### config.mk
export PLATFORM = sky130hd
export DESIGN_NAME = hamming_31_26_block_decoder_unit
export DESIGN_NICKNAME = d
export VERILOG_FILES = /design/src/sv/hamdec_pkg.sv /design/src/sv/hamming_31_26_block_decoder_unit.sv
export SDC_FILE = /design/constraint.sdc
export NUM_CORES = 1
export LEC_CHECK = 0
export BUFFER_PORTS_ARGS = -buffer_cell sky130_fd_sc_hd__buf_2
export CORE_ASPECT_RATIO = 1.4
export CORE_UTILIZATION = 45
export DETAILED_ROUTE_END_ITERATION = 16
export PLACE_DENSITY_LB_ADDON = 0.15
export RECOVER_POWER = 25
export SETUP_SLACK_MARGIN = 0.1
export SYNTH_ARGS = -nofsm -noshare
export SYNTH_HDL_FRONTEND = slang
export SYNTH_SLANG_ARGS = --single-unit
### constraint.sdc
create_clock -name clk -period 17.65 [get_ports clk]
set_input_delay 1.765 -clock clk [delete_from_list [all_inputs] [get_ports clk]]
set_output_delay 1.765 -clock clk [all_outputs]
set_load 0.01 [all_outputs]
### src/sv/hamdec_pkg.sv
package hamdec_pkg;

	localparam int CODE_BITS       = 31;
	localparam int DATA_BITS       = 26;
	localparam int WORDS_PER_BLOCK = 8;
	localparam int BYTES_IN        = 31;
	localparam int BYTES_OUT       = 26;
	localparam int BLOCK_BITS      = DATA_BITS * WORDS_PER_BLOCK;
	localparam int SYN_BITS        = $clog2(CODE_BITS + 1);
	localparam int WIDX_BITS       = $clog2(WORDS_PER_BLOCK);
	localparam int HELD_BITS       = $clog2(CODE_BITS);
	localparam int BCNT_BITS       = $clog2(BYTES_IN);
	localparam int OCNT_BITS       = $clog2(BYTES_OUT + 1);
	localparam int CORR_BITS       = 4;

	// codeword closes on this byte when at least this many bits are already held
	localparam int CLOSE_AT = CODE_BITS - 8;

	typedef logic [CODE_BITS-1:0]  code_t;
	typedef logic [DATA_BITS-1:0]  data_t;
	typedef logic [BLOCK_BITS-1:0] block_t;

	typedef struct packed {
		data_t data;
		logic  fixed;
	} dec_t;

	function automatic dec_t decode_word(input code_t code);
		logic [SYN_BITS-1:0] syn;
		code_t               fixed_code;
		dec_t                res;
		int                  j;
		syn = '0;
		for (int p = 1; p <= CODE_BITS; p++) begin
			if (code[p-1])
				syn = syn ^ SYN_BITS'(p);
		end
		fixed_code = code;
		for (int p = 1; p <= CODE_BITS; p++) begin
			if (syn == SYN_BITS'(p))
				fixed_code[p-1] = ~code[p-1];
		end
		// data positions are the ones that are not powers of two
		res.data = '0;
		j = 0;
		for (int p = 1; p <= CODE_BITS; p++) begin
			if ((p & (p - 1)) != 0) begin
				res.data[j] = fixed_code[p-1];
				j++;
			end
		end
		res.fixed = (syn != '0);
		return res;
	endfunction

endpackage

### src/sv/hamming_31_26_block_decoder_unit.sv
// The first decoded byte of a block is offered the cycle after its
// 31st coded byte is taken; the other 25 follow one per cycle if not stalled.
// When not stalled: one coded byte per cycle in, one decoded byte per cycle out.
// The 31st byte of a block waits only while bytes of the previous block
// are still in the output shift register.
// Reset (arst_n low, asynchronous): counters and output valid cleared; the
// decoded word store holds no reset value and is always refilled per block.
module hamming_31_26_block_decoder_unit (
	input  logic                          clk,
	input  logic                          arst_n,
	input  logic                          in_valid,
	output logic                          in_stall,
	input  logic [7:0]                    in_byte,
	output logic                          out_valid,
	input  logic                          out_stall,
	output logic [7:0]                    out_byte,
	output logic                          last_of_block,
	output logic [hamdec_pkg::CORR_BITS-1:0] block_corrections
);
	import hamdec_pkg::*;

	code_t                 acc_q;
	logic [HELD_BITS-1:0]  held_q;
	logic [WIDX_BITS-1:0]  widx_q;
	logic [BCNT_BITS-1:0]  bcnt_q;
	logic [CORR_BITS-1:0]  corr_q;
	data_t                 words_q [WORDS_PER_BLOCK];

	block_t                ob_q;
	logic [OCNT_BITS-1:0]  ocnt_q;
	logic [CORR_BITS-1:0]  ocorr_q;

	logic                  in_acc;
	logic                  out_acc;
	logic                  closes;
	logic                  block_done;
	logic [2:0]            rem;
	logic [CODE_BITS+7:0]  ext;
	code_t                 code;
	dec_t                  dec;
	logic [CORR_BITS-1:0]  corr_next;
	block_t                blk;

	assign in_stall   = (bcnt_q == BCNT_BITS'(BYTES_IN - 1)) && (ocnt_q != '0);
	assign in_acc     = in_valid && !in_stall;
	assign out_valid  = (ocnt_q != '0);
	assign out_acc    = out_valid && !out_stall;
	assign block_done = in_acc && (bcnt_q == BCNT_BITS'(BYTES_IN - 1));

	assign out_byte          = ob_q[BLOCK_BITS-1 -: 8];
	assign last_of_block     = (ocnt_q == OCNT_BITS'(1));
	assign block_corrections = ocorr_q;

	// bits past the closing codeword spill into the next one
	assign closes = (held_q >= HELD_BITS'(CLOSE_AT));
	assign rem    = 3'(held_q - HELD_BITS'(CLOSE_AT));
	assign ext    = {acc_q, in_byte};
	assign code   = code_t'(ext >> rem);
	assign dec    = decode_word(code);

	always_comb begin
		corr_next = corr_q;
		if (closes && dec.fixed && corr_q != '1)
			corr_next = corr_q + CORR_BITS'(1);
	end

	always_comb begin
		blk = '0;
		for (int i = 0; i < WORDS_PER_BLOCK - 1; i++)
			blk[i*DATA_BITS +: DATA_BITS] = words_q[i];
		blk[BLOCK_BITS-1 -: DATA_BITS] = dec.data;
	end

	always_ff @(posedge clk or negedge arst_n) begin
		if (!arst_n) begin
			acc_q  <= '0;
			held_q <= '0;
			widx_q <= '0;
			bcnt_q <= '0;
			corr_q <= '0;
		end else if (in_acc) begin
			if (block_done) begin
				acc_q  <= '0;
				held_q <= '0;
				widx_q <= '0;
				bcnt_q <= '0;
				corr_q <= '0;
			end else begin
				bcnt_q <= bcnt_q + BCNT_BITS'(1);
				corr_q <= corr_next;
				if (closes) begin
					acc_q  <= code_t'(in_byte & ((8'd1 << rem) - 8'd1));
					held_q <= HELD_BITS'(rem);
					widx_q <= widx_q + WIDX_BITS'(1);
				end else begin
					acc_q  <= code_t'(ext);
					held_q <= held_q + HELD_BITS'(8);
				end
			end
		end
	end

	always_ff @(posedge clk) begin
		if (in_acc && closes)
			words_q[widx_q] <= dec.data;
	end

	always_ff @(posedge clk or negedge arst_n) begin
		if (!arst_n) begin
			ocnt_q <= '0;
		end else if (block_done) begin
			ocnt_q <= OCNT_BITS'(BYTES_OUT);
		end else if (out_acc) begin
			ocnt_q <= ocnt_q - OCNT_BITS'(1);
		end
	end

	always_ff @(posedge clk) begin
		if (block_done) begin
			ob_q    <= blk;
			ocorr_q <= corr_next;
		end else if (out_acc) begin
			ob_q <= ob_q << 8;
		end
	end

`ifndef ASSERT_OFF
	a_no_overrun: assert property (@(posedge clk) disable iff (!arst_n)
		block_done |-> (ocnt_q == '0))
		else $error("block finished while previous output still pending");

	a_load: assert property (@(posedge clk) disable iff (!arst_n)
		block_done |=> (out_valid && ocnt_q == OCNT_BITS'(BYTES_OUT)))
		else $error("finished block not loaded for output");

	a_last_drains: assert property (@(posedge clk) disable iff (!arst_n)
		(out_acc && last_of_block) |=> !out_valid)
		else $error("output still valid after last byte of block");

	a_held_range: assert property (@(posedge clk) disable iff (!arst_n)
		held_q < HELD_BITS'(CODE_BITS))
		else $error("held bit count out of range");
`endif

endmodule
==> impl_metrics.yaml, run 1 <==
worst_setup_path:
  r2r-end: "ob_q[191]"
  max_stage_delay_ns: 0.85
  rr_startpoint: "held_q[0]"
  start_kind: "register"
  cp_data_required_time_ns: 18.06
  crit_cells: 15
  path_cells: "buf_4 > clkinv_1 > ha_2 > buf_4 > mux4_2 > xnor2_2 > xnor2_1 > xnor2_1 > xnor3_1 > xnor3_2 > xnor2_2 > buf_4 > nor3_2 > xnor2_1 > mux2_2"
  startpoint: "held_q[0]"
  slowest_stage: "xnor2_1"
  crit_path_end: "ob_q[191]"
  r2r_cells: 15
  path_buf_inv: 4
  rrSetupSlack_ns: 11.10
  critPathCaptureType: "register"
  cp_top_family: "XOR/XNOR gates"
  cp_max_fo: 61
  criticalPathCategory: "reg2reg"
  cp_data_arrival_time_ns: 6.95
yosys:
  yosysSeqAreaShare_pct: 66.05
  synth_area_um2: 19880
  synth_edf_count: 394
  netlist_instances: 1549
  syn_area_per_cell_um2: 12.84
  ys_seq_elements: 446
  async_reset_ff_share_pct: 11.66
  synth.distinct_cells: 53
  synth.net_count: 1575
  synth_ff_type: "edfxtp_1"
  synth_warnings: 0
clock_tree:
  holdBufCountCts: 0
  htree_levels: 2
  worstSkewPairLatency_ns: 0.56
  clkTransAtPathRegs_ns: 0.06
  clock-root-buffer: "clkbuf_16"
  cts_tree: "yes"
  cts_buffer_depth: 3
  post_cts_buffers: 0
  cts_made_buffers: 45
  cts.sinks: 446
  cts.repair.resized: 0
detailed_routing:
  vias_per_cell: 5.376
  dr.pass1.iters: 5
  first_iter_violations: 757
  drc: 0
  vias: 11480
  wl_um: 45350
  wire_per_inst_um: 21.24
  antenna_left: 0
timing:
  hold_viol: 0
  final-setup-viol-count: 0
  fin_crit_ns: 6.547
  finalSetupTns_ns: 0
  maxSlewViolCount: 234
  max_freq_ghz: 0.1527
  rsz0062_at_grt: "no"
  finClkSkew_ns: 0.03170
  fin_crit_sh_pct: 37.09
  hold_ws_ns: 0.4967
  worstMarginPinSlew_ns: 2.905
  slew_headroom_pct: -94.14
layout:
  diodes: 0
  layout.nets: 1573
  drive_gt1_share_pct: 12.19
  design_area_um2: 21840
  area_growth_pct: 9.848
floorplan:
  die_w_um: 179.7
  rows: 90
  core_area_um2: 43350
  io_pins: 27
  die_area_um2: 45040
  die_y_um: 250.7
  initial_utilization_pct: 45.86
global_route:
  grt_max_degree: 90
  grt_pass1_vias: 11760
  overflow: 0
  grt_usage_pct: 20.77
  antenna_found_initial: 0
  grt_pass1_wl_um: 70490
placed_design:
  dpl-instance-area_um2: 20480
  dp_hpwl_um: 28180
  io_buffer_count: 26
  place_congestion: 0.8309
run_status:
  status: "complete, but fails checks"
  violations: "max-capacitance violations, max-slew violations"
job:
  drv_cap: 4
min_path:
  min_path_type: "reg2reg"
[layout by cell type, fill, tap and decap left out, types with 19 or more instances in the layout]
cell / n
nand2_1: 575
edfxtp_1: 394
xnor2_1: 68
mux2i_1: 52
dfrtp_1: 51
clkbuf_16: 47
mux4_2: 36
xor2_1: 30
mux2_2: 26
clkbuf_1: 23
o21ai_0: 22
a22o_1: 22
buf_4: 19
[flip-flops by register name, summed over array words and instances (netlist names), 4 cells and up]
| signal | flops |
|---|---|
| ob_q | 208 |
| bcnt_q | 5 |
| acc_q | 30 |
| ocnt_q | 5 |
| words_q | 182 |
| corr_q | 4 |
| block_corrections | 4 |
| held_q | 5 |
[through the flow]
stage | worst slack (ns) | util (%) | std cells
finish | 11.10 | 50.38 | 2135
global route | 10.70 | 50.38 | 2135
CTS | 11.04 | 50.50 | 2135
detailed placement | 11.09 | 47.24 | 2052
global placement | 11.10 | 47.24 | 2052
floorplan | 10.16 | - | 1549
[cell usage after synthesis, types with 14 or more instances]
master / count / area share, %
a22o_1: 22 / 0.97
clkbuf_1: 59 / 1.1
dfrtp_1: 52 / 6.5
edfxtp_1: 394 / 60
ha_1: 14 / 0.88
mux2_2: 26 / 1.5
mux2i_1: 52 / 2.6
mux4_2: 36 / 4.1
nand2_1: 575 / 11
nor2_1: 19 / 0.36
nor3_1: 20 / 0.50
o21ai_0: 21 / 0.53
xnor2_1: 69 / 3.0
xor2_1: 31 / 1.4
[final cells by class]
class | count | area, um^2
clock buffers | 55 | 1206
clock inverters | 28 | 207.7
fillers | 3778 | 21510
inverters | 12 | 46.29
multi-input cells | 995 | 6292
flip-flops and latches | 446 | 13130
well taps | 552 | 690.7
repair buffers | 47 | 264.0
[cell families after synthesis]
group                    count (synthesis)  synth area share, %
AND/OR/NAND/NOR                        670                13.76
flip-flops                             446                66.05
multiplexers                           116                8.338
XOR/XNOR                               109                5.242
buffers and inverters                  108                2.624
AO/OA/AOI/OAI                           86                3.109
adder cells (fa/ha/maj)                 14               0.8810
[worst min-delay path: cells and delay by family, from the launching register on]
family,cells,cell delay [ns]
DFF,1,0.32
and+or+nand+nor,2,0.08
[worst min path at each step]
stage                   start   endpoint  slack [ns]  cells past startpoint
2_1_floorplan       ocnt_q[4]  ocnt_q[4]        0.46                      2
3_3_place_gp        ocnt_q[4]  ocnt_q[4]        0.48                      2
3_5_place_dp    words_q[6][4]  ob_q[160]        0.49                      2
4_1_cts         words_q[2][9]   ob_q[61]        0.50                      2
5_1_grt        words_q[2][10]   ob_q[62]        0.52                      2
6_report       words_q[5][21]  ob_q[151]        0.50                      2
[per-layer routing]
layer / part of all wire [%] / GRT usage [%]
met1: 41 / 25.68
met2: 52 / 36.58
met3: 3.7 / 2.806
met4: 3.9 / 8.768
met5: 0 / 0
Power of run 1 is left out: the tool's default activity adds up to more than one toggle a clock period on the data nets, which glitch-free logic cannot reach.
==> run 2, diff against run 1 <==
==> constraint.sdc (replaced) <==
create_clock -name clk -period 6.6 [get_ports clk]
set_input_delay 0.66 -clock clk [delete_from_list [all_inputs] [get_ports clk]]
set_output_delay 0.66 -clock clk [all_outputs]
set_load 0.01 [all_outputs]
==> run 2 against run 1 <==
Largest cell class unchanged; routed wire length fell by 1.7%; critical path depth fell by 8; the run still ends with max-capacitance violations, max-slew violations left; final cell count grew 0.19%; maximum frequency rose by 16%; worst setup slack got worse by 10 ns; register-to-register slack got worse by 10 ns; utilization up 0.084 points.
==> impl_metrics.yaml, run 2 (synthesis gave the netlist of run 1 again) <==
run_status:
  status: "complete, but fails checks"
  violations: "max-capacitance violations, max-slew violations"
min_path:
  whs_path_depth: 2
  min_path_type: "in2reg"
clock_tree:
  holdBufCountCts: 0
  clkTransAtPathRegs_ns: 0.07
  cts_made_buffers: 45
  cts.repair.resized: 0
  cts_buffer_depth: 3
  cts_tree: "yes"
  worstSkewPairLatency_ns: 0.56
  post_cts_buffers: 0
  clock-root-buffer: "clkbuf_16"
  cts.sinks: 446
  htree_levels: 2
global_route:
  overflow: 0
  grt_pass1_wl_um: 69410
  antenna_found_initial: 0
  grt_usage_pct: 20.39
  grt_pass1_vias: 11680
  grt_max_degree: 165
timing:
  fin_crit_sh_pct: 85.69
  setup_ws_ns: 0.9444
  fin_crit_ns: 5.656
  finalSetupTns_ns: 0
  hold_viol: 0
  finClkSkew_ns: 0.02895
  final-setup-viol-count: 0
  rsz0062_at_grt: "no"
  max_freq_ghz: 0.1768
  slew_headroom_pct: -128.8
  worstMarginPinSlew_ns: 3.432
  maxSlewViolCount: 273
layout:
  layout.nets: 1579
  largest_register_ffs: 208
  final_common_cell: "nand2_1"
  mostFrequentLayoutCells: "nand2_1, edfxtp_1, xnor2_1"
  top_regs: "ob_q x208, words_q x182, acc_q x30"
  diodes: 0
  nFillCells: 3726
  top_register: "ob_q"
  fin_util_pct: 50.46
  drive_gt1_share_pct: 12.35
  area_growth_pct: 10.03
  design_area_um2: 21880
detailed_routing:
  first_iter_violations: 767
  vias: 11380
  dr.pass1.iters: 5
  wire_per_inst_um: 20.85
  drc: 0
  wl_um: 44590
  vias_per_cell: 5.321
  antenna_left: 0
worst_setup_path:
  cp_data_required_time_ns: 6.90
  r2r_cells: 7
  cp_max_fo: 59
  critPathCaptureType: "register"
  cp_data_arrival_time_ns: 5.96
  crit_cells: 7
  path_cells: "inv_1 > ha_1 > and4_1 > nand3_1 > clkinvlp_2 > buf_4 > mux2_2"
  start_kind: "register"
  cp_top_family: "buffers and inverters"
  criticalPathCategory: "reg2reg"
  path_buf_inv: 3
  slowest_stage: "clkinvlp_2"
  max_stage_delay_ns: 2.17
floorplan:
  die_area_um2: 45040
  io_pins: 27
  initial_utilization_pct: 45.86
  die_w_um: 179.7
  core_area_um2: 43350
  rows: 90
  die_y_um: 250.7
job:
  drv_cap: 6
placed_design:
  place_congestion: 0.8555
  io_buffer_count: 26
  dp_hpwl_um: 27910
  dpl-instance-area_um2: 20540
  post-place-ws_ns: 1.176
==> run 2: worst paths after layout <==
path	to	slack [ns]	startpoint
max	ob_q[200]	0.94	bcnt_q[0]
min	acc_q[0]	0.38	in_byte[0]
max reg2reg	ob_q[200]	0.94	bcnt_q[0]
min reg2reg	ob_q[139]	0.50	words_q[5][9]
max in group asynchronous	held_q[0]	3.59	arst_n
min in group asynchronous	acc_q[2]	1.14	arst_n
==> run 2: cell type report <==
type                       count  area, um^2  share of cell area (%)
sequential                   446       13130                   60.03
multi-input combinational    995        6290                   28.75
clock buffer                  53        1209                   5.525
tap                          552       690.7                   3.157
timing repair buffer          53       316.6                   1.447
clock inverter                28       191.4                  0.8750
inverter                      12       46.29                  0.2116
==> run 2: stage by stage <==
| step | hold WS, ns | cells |
|---|---|---|
| detailed placement | 0.4825 | 2058 |
| global route | 0.3600 | 2139 |
| CTS | 0.2319 | 2139 |
| global placement | 0.4816 | 2058 |
| finish | 0.3751 | 2139 |
| floorplan | 0.3644 | 1549 |
==> run 2: routing by layer <==
layer	vias to the layer above	global-route usage [%]	share of wire [%]
met1	5731	25.15	41
met3	63	2.428	3.0
met2	164	37.02	53
met5	-	0	0
li1	5423	-	-
met4	0	6.847	2.8
Power of run 2 is left out for the same reason.
